File: config.mk
export PLATFORM = sky130hd
export DESIGN_NAME = lspc_interp
export DESIGN_NICKNAME = d
export VERILOG_FILES = /design/src/design/lspc_pkg.sv /design/src/design/lspc_interp.sv
export SDC_FILE = /design/constraint.sdc
export NUM_CORES = 2
export LEC_CHECK = 0
export BUFFER_PORTS_ARGS = -buffer_cell sky130_fd_sc_hd__buf_2
export CORE_ASPECT_RATIO = 0.7
export CORE_MARGIN = 2
export CORE_UTILIZATION = 45
export CTS_BUF_LIST = sky130_fd_sc_hd__clkbuf_16
export DETAILED_ROUTE_END_ITERATION = 10
export GPL_ROUTABILITY_DRIVEN = 1
export PLACE_DENSITY = 0.72
export SKIP_LAST_GASP = 1
export SYNTH_ARGS = -nofsm -noshare
export SYNTH_HDL_FRONTEND = slang
export SYNTH_SLANG_ARGS = --single-unit
File: constraint.sdc
create_clock -name clock -period 9 [get_ports clock]
set_input_delay 0.45 -clock clock [delete_from_list [all_inputs] [get_ports clock]]
set_output_delay 0.45 -clock clock [all_outputs]
set_load 0.02 [all_outputs]
File: src/design/lspc_pkg.sv
`timescale 1ns / 1ps

package lspc_pkg;

   localparam int ADDR_BITS      = 16;
   localparam int FRAC_BITS      = 16;
   localparam int POS_BITS       = ADDR_BITS + FRAC_BITS;
   localparam int STEP_BITS      = 24;
   localparam int LOOP_BITS      = 16;
   localparam int LOAD_ADDR_BITS = 16;
   localparam int SAMPLE_BITS    = 16;
   localparam int OUT_BITS       = 17;
   localparam int KIND_BITS      = 2;
   localparam int CSR_INDEX_BITS = 2;
   localparam int CSR_DATA_BITS  = 24;
   localparam int U_BITS         = 17;
   localparam int U_FRAC_BITS    = 16;

   // signed width that holds positions, loop points and the step with headroom
   localparam int WIDE_BITS = ((POS_BITS > STEP_BITS) ? POS_BITS : STEP_BITS) + 3;
   // unsigned width that holds a 16-bit field or a memory index
   localparam int EXT_BITS  = ((ADDR_BITS > 16) ? ADDR_BITS : 16) + 1;
   // signed width of a neighbor index before clamping
   localparam int IDX_BITS  = ADDR_BITS + 2;
   localparam int MAX_INDEX = (1 << ADDR_BITS) - 1;

   localparam logic [STEP_BITS-1:0] STEP_RATE_RESET  = STEP_BITS'(131072);
   localparam logic [LOOP_BITS-1:0] LOOP_START_RESET = LOOP_BITS'(0);
   localparam logic [LOOP_BITS-1:0] LOOP_END_RESET   = LOOP_BITS'(65535);

   typedef enum logic [KIND_BITS-1:0] {
      KIND_LOAD    = 2'd0,
      KIND_TICK    = 2'd1,
      KIND_TRIGGER = 2'd2,
      KIND_NONE    = 2'd3
   } kind_type;

   typedef enum logic [CSR_INDEX_BITS-1:0] {
      CSR_STEP_RATE  = 2'd0,
      CSR_LOOP_START = 2'd1,
      CSR_LOOP_END   = 2'd2
   } csr_index_type;

   typedef enum logic [2:0] {
      ST_IDLE,
      ST_POS,
      ST_ADDR,
      ST_READ,
      ST_LAST,
      ST_INTERP,
      ST_OUT
   } state_type;

   typedef struct packed {
      logic signed [SAMPLE_BITS-1:0] a;
      logic signed [SAMPLE_BITS-1:0] b;
      logic signed [SAMPLE_BITS-1:0] c;
      logic signed [SAMPLE_BITS-1:0] d;
   } quad_type;

   function automatic logic [ADDR_BITS-1:0] loop_index(input logic [LOOP_BITS-1:0] v);
      logic [EXT_BITS-1:0] e;
      e = EXT_BITS'(v);
      if (e > EXT_BITS'(MAX_INDEX)) e = EXT_BITS'(MAX_INDEX);
      return e[ADDR_BITS-1:0];
   endfunction

   function automatic logic [ADDR_BITS-1:0] load_index(input logic [LOAD_ADDR_BITS-1:0] v);
      logic [EXT_BITS-1:0] e;
      e = EXT_BITS'(v);
      return e[ADDR_BITS-1:0];
   endfunction

   function automatic logic [ADDR_BITS-1:0] clamp_hi(input logic signed [IDX_BITS-1:0] v);
      logic [ADDR_BITS-1:0] r;
      if (v > IDX_BITS'(MAX_INDEX)) r = ADDR_BITS'(MAX_INDEX);
      else r = v[ADDR_BITS-1:0];
      return r;
   endfunction

   function automatic logic [ADDR_BITS-1:0] clamp_lo(input logic signed [IDX_BITS-1:0] v);
      logic [ADDR_BITS-1:0] r;
      if (v < 0) r = '0;
      else r = v[ADDR_BITS-1:0];
      return r;
   endfunction

   // fraction brought to 16 bits: truncated or zero-filled
   function automatic logic [U_FRAC_BITS-1:0] frac16(input logic [FRAC_BITS-1:0] f);
      logic [FRAC_BITS+U_FRAC_BITS-1:0] t;
      t = {f, {U_FRAC_BITS{1'b0}}};
      return t[FRAC_BITS+U_FRAC_BITS-1:FRAC_BITS];
   endfunction

endpackage

File: src/design/lspc_interp.sv
`timescale 1ns / 1ps

module lspc_interp (
   input  logic                                 clock,
   input  logic                                 reset,
   input  logic                                 go,
   input  lspc_pkg::quad_type                   quad,
   input  logic signed [lspc_pkg::U_BITS-1:0]   u,
   output logic                                 done,
   output logic signed [lspc_pkg::OUT_BITS-1:0] y
);

   localparam int CW  = 21;
   localparam int A1W = 17;
   localparam int A2W = 20;
   localparam int A3W = 19;
   localparam int HW  = 42;
   localparam int UW  = lspc_pkg::U_BITS;
   localparam int SH  = lspc_pkg::U_FRAC_BITS;

   localparam logic signed [HW-1:0] ROUND_HALF = HW'(1) <<< SH;
   localparam logic signed [HW-1:0] SAT_HI = HW'((1 << (lspc_pkg::OUT_BITS - 1)) - 1);
   localparam logic signed [HW-1:0] SAT_LO = HW'(-(1 << (lspc_pkg::OUT_BITS - 1)));

   logic signed [CW-1:0]           sa, sb, sc, sd, bc;
   logic signed [CW-1:0]           a1, a2, a3;
   logic signed [A1W-1:0]          a1_ff;
   logic signed [A2W-1:0]          a2_ff;
   logic signed [A3W-1:0]          a3_ff;
   logic signed [lspc_pkg::SAMPLE_BITS-1:0] b_ff;
   logic signed [UW-1:0]           u_ff;
   logic signed [A3W+UW-1:0]       m1;
   logic signed [HW+UW-1:0]        mh;
   logic signed [HW-1:0]           h1, h2, h3, r;
   logic signed [HW-1:0]           h_ff;
   logic signed [lspc_pkg::OUT_BITS-1:0] y_in, y_ff;
   logic [3:0]                     v_ff;

   // doubled hermite coefficients
   always_comb begin
      sa = CW'(quad.a);
      sb = CW'(quad.b);
      sc = CW'(quad.c);
      sd = CW'(quad.d);
      bc = sb - sc;
      a1 = sc - sa;
      a2 = (sa <<< 1) - ((sb <<< 2) + sb) + (sc <<< 2) - sd;
      a3 = (sd - sa) + ((bc <<< 1) + bc);
   end

   // horner steps at scale 2^16
   always_comb begin
      m1 = a3_ff * u_ff;
      mh = h_ff * u_ff;
      h1 = HW'(m1) + (HW'(a2_ff) <<< SH);
      h2 = HW'(mh >>> SH) + (HW'(a1_ff) <<< SH);
      h3 = HW'(mh >>> SH) + (HW'(b_ff) <<< (SH + 1));
      r  = (h3 + ROUND_HALF) >>> (SH + 1);
      if (r > SAT_HI) y_in = SAT_HI[lspc_pkg::OUT_BITS-1:0];
      else if (r < SAT_LO) y_in = SAT_LO[lspc_pkg::OUT_BITS-1:0];
      else y_in = r[lspc_pkg::OUT_BITS-1:0];
   end

   always_ff @(posedge clock) begin
      if (reset) begin
         v_ff <= '0;
      end else begin
         v_ff <= {v_ff[2:0], go};
      end
   end

   always_ff @(posedge clock) begin
      if (go) begin
         a1_ff <= A1W'(a1);
         a2_ff <= A2W'(a2);
         a3_ff <= A3W'(a3);
         b_ff  <= quad.b;
         u_ff  <= u;
      end
      if (v_ff[0]) h_ff <= h1;
      if (v_ff[1]) h_ff <= h2;
      if (v_ff[2]) y_ff <= y_in;
   end

   assign done = v_ff[3];
   assign y    = y_ff;

endmodule

==> impl.org <==
** Run status
- The flow ran to the end, but the final reports show violations.
- Violations in the final reports :: setup timing

** Clock network
- The clock reaches the later pin of the worst-skew pair after 500 ps.
- The H-tree generated during clock tree synthesis spans 4 levels.
- Clock root cell :: clkbuf_16
- CTS buffer count :: 17
- TritonCTS built the clock tree.
- Clock-pin slew was measured on the worst setup and hold paths at 70 ps.
- In this run, post-CTS hold repair placed 0 buffers.
- CTS saw 152 sinks.
- The longest clock path from root to sink contains 2 buffers.

** Placement
- Buffers placed on the I/O ports in this run total 101.
- Gpl congestion :: 0.919
- HPWL Detailed :: 105 mm

** Setup path
- Crit start category :: register
- STA puts the critical path data arrival time at 9850 ps.
- Reg-to-reg slack, setup :: -610 ps
- Worst endpoint required time :: 9250 ps
- Maximum fanout encountered on the critical timing path :: 8
- CP Class :: reg2reg
- Peak per-stage delay on the critical path :: 570 ps
- STA classifies the critical path endpoint as a register.
- On the critical path, the stage with the largest delay is an instance of fa_1.
- Most common cell type on the critical path :: fa_1

** Timing
- The worst pin sits at a relative slew slack of 11.1%.
- The clock arrives with 19.3 ps of skew.
- The routed design could run at a clock period as short as 9610 ps.
- Once routing completed, OpenROAD measured the worst setup slack at -606 ps.
- At the pin with the least slew margin, the transition time is 1330 ps.
- Final hold violations :: 0
- Count of endpoints failing setup in the final report :: 24
- Setup repair after global routing could not meet its margin everywhere.
- Final Max Slew Viols :: 0
- Dividing the final minimum period by the clock period gives 107%.
- Fmax :: 104 MHz

** Final layout
- After filler insertion, the fill cell instance count of the layout stands at 9351.
- Core occupancy in the finished layout :: 52.6%
- Area delta synth->final :: 15.4%
- Leading cell type in the layout, fill and taps excluded :: inv_1
- The final layout contains 7215 nets.
- In the final layout, the multi-input gates occupy 39400 um2.
- In the layout the commonest cells are inv_1 (1264), fa_1 (1100), nand2_1 (672).
- In the final layout, the share of cells above drive strength 1 is 14.9%.
- Sequential cell area in the final layout :: 4530 um2

** Global route
- Global-route wire length before repair :: 210 mm
- Initial antenna violation count :: 3
- All-Layer GR Usage :: 23.8%
- Number of global-route vias before repair :: 39355
- The total overflow left after global routing is 0.
- Pin count of the biggest net entering global routing :: 72

** Synthesis
- Distinct cell type count of the synthesized netlist :: 85
- Adder-Cell Fraction of Synth Area :: 55.5%
- Synthesis handed over a netlist of 5192 instances.
- Post-synthesis instance area :: 48600 um2
- For this run, the number of Yosys warnings is 0.
- After synthesis the netlist holds a flip-flop and latch count of 152.
- Summing the areas of all and, or, nand and nor instances in the mapped netlist gives 14.0% of the synthesized area.
- Of all flip-flops after synthesis, the portion carrying an async set or reset was 0%.
- Xor and xnor area share after synthesis :: 2.93%
- After synthesis, the largest family of logic cells by area is adder cells.
- Seq/Total Area, Yosys :: 9.32%
- The average instance in the mapped netlist occupies 9.35 um2.
- Syn_nets :: 6763
- Multiplexer share of the synthesized area :: 0.206%
- Flip-flop cell with the highest count after synthesis :: edfxtp_1
- Summing the areas of all compound-gate instances in the mapped netlist gives 6.54% of the synthesized area.
- Number of enable flip-flop cells after synthesis :: 148

** Detailed routing
- Average detailed-routed wire length per instance :: 18.0 um
- Router iterations before antenna repair :: 6
- For this block, the via count after detailed routing is 36600.
- Number of design-rule violations left by the first detailed-router iteration :: 2858
- The count of nets left with antenna violations once routing finished came out at 0.
- The routed design has 127 mm of wire.
- After detailed routing, the number of vias per cell comes to 5.17.
- In the routed design, unresolved DRC markers number 0.

** Floorplanning
- The initialized floorplan defines 100 standard-cell rows.
- Starting density of the core :: 45.6%
- Die height :: 279 um
- The die covers 111000 um2.
- Ports placed on the boundary :: 102
- Die W :: 397 um
- Standard cell core area :: 107000 um2

** Job
- # Max-Cap Violations :: 0

** Min path
- Type of the most critical hold path :: in2reg
-- worst max-delay path, delay by kind of cell (launching register included) --
| kind | cells | cell delay (ps) |
|---|---|---|
| and+or+nand+nor | 9 | 1440 |
| AOI/OAI and AO/OA | 14 | 2800 |
| buffers and inverters | 8 | 1050 |
| DFF | 1 | 460 |
| xor gates and xnor gates | 1 | 140 |
| adders and majority gates | 8 | 3470 |
-- Yosys cell counts, drive strengths merged (83+ instances only) --
cell | n | area share (%)
inv | 1275 | 9.9
fa | 1115 | 46
nand2 | 681 | 5.3
and2 | 390 | 5.0
ha | 372 | 9.6
clkbuf | 190 | 1.5
nor2 | 160 | 1.2
edfxtp | 148 | 9.2
a21oi | 126 | 1.3
xnor2 | 115 | 2.1
o21ai | 107 | 1.1
a21o | 83 | 1.3
-- timing repair --
item                       CTS  global route
buffers inserted            77            39
setup endpoints to repair   26            27
pin swaps                  111            96
gates cloned                 4             1
resized for setup          123            90
-- per-layer routing --
metal	wire length, um	share of wire [%]	global-route usage (%)	vias to the layer above
met5	0	0	0	-
met4	2650	2.1	4.92	0
met3	10700	8.4	4.10	169
met2	57900	46	37.5	1441
met1	55900	44	34.7	18609
li1	-	-	-	16381
-- final timing paths --
kind / cells past startpoint / endpoint / from
worst max-delay path: 40 / y[10]$_SDFFCE_PN1P_ / u_ff[6]$_DFFE_PP_
worst min-delay path: 1 / u_ff[13]$_DFFE_PP_ / u[13]
worst max register to register: 40 / y[10]$_SDFFCE_PN1P_ / u_ff[6]$_DFFE_PP_
worst min register to register: 1 / v_ff[1]$_SDFF_PP0_ / v_ff[0]$_SDFF_PP0_
-- stage by stage --
stage / setup TNS [ps] / cells / instance area [um2] / hold slack, ps / setup slack, ps
final: -11550 / 7086 / 56000 / 136 / -606
after global routing: -19110 / 7085 / 56000 / 125 / -879
after floorplan: 0 / 5192 / 48700 / 429 / 1.49
after global placement: -16570 / 6934 / 53500 / 488 / -838
after detailed placement: -19640 / 6934 / 53500 / 494 / -961
after CTS: -6030 / 7045 / 55300 / 114 / -376
-- registers in the layout, summed over array words and instances, names as in the netlist --
| signal | count |
|---|---|
| y | 17 |
| v_ff | 4 |
| a1_ff | 17 |
| u_ff | 17 |
| a2_ff | 20 |
| b_ff | 16 |
| h_ff | 42 |
| a3_ff | 19 |
-- cell families (layout without fill, tap and decap cells) --
| group | count (synthesis) | after routing |
|---|---|---|
| mux | 9 | 9 |
| buf+inv | 1472 | 1935 |
| fa+ha+maj | 1487 | 1487 |
| compound gates | 482 | 484 |
| xor+xnor | 159 | 159 |
| flops | 152 | 152 |
| simple gates | 1431 | 1431 |
| other cells | 0 | 1 |
-- area by class of cell --
class                           instances  area share (%)
Timing Repair Buffer                  628            8.91
Clock buffer                           17           0.759
Inverter                             1275            8.54
Antenna cell                            1         0.00446
Sequential cell                       152            8.07
Multi-Input combinational cell       3570            70.3
Clock inverter                         15           0.241
Tap cell                             1428            3.19
Power is left out: the tool's default activity adds up to more than one toggle a clock period on the data nets, which glitch-free logic cannot reach.
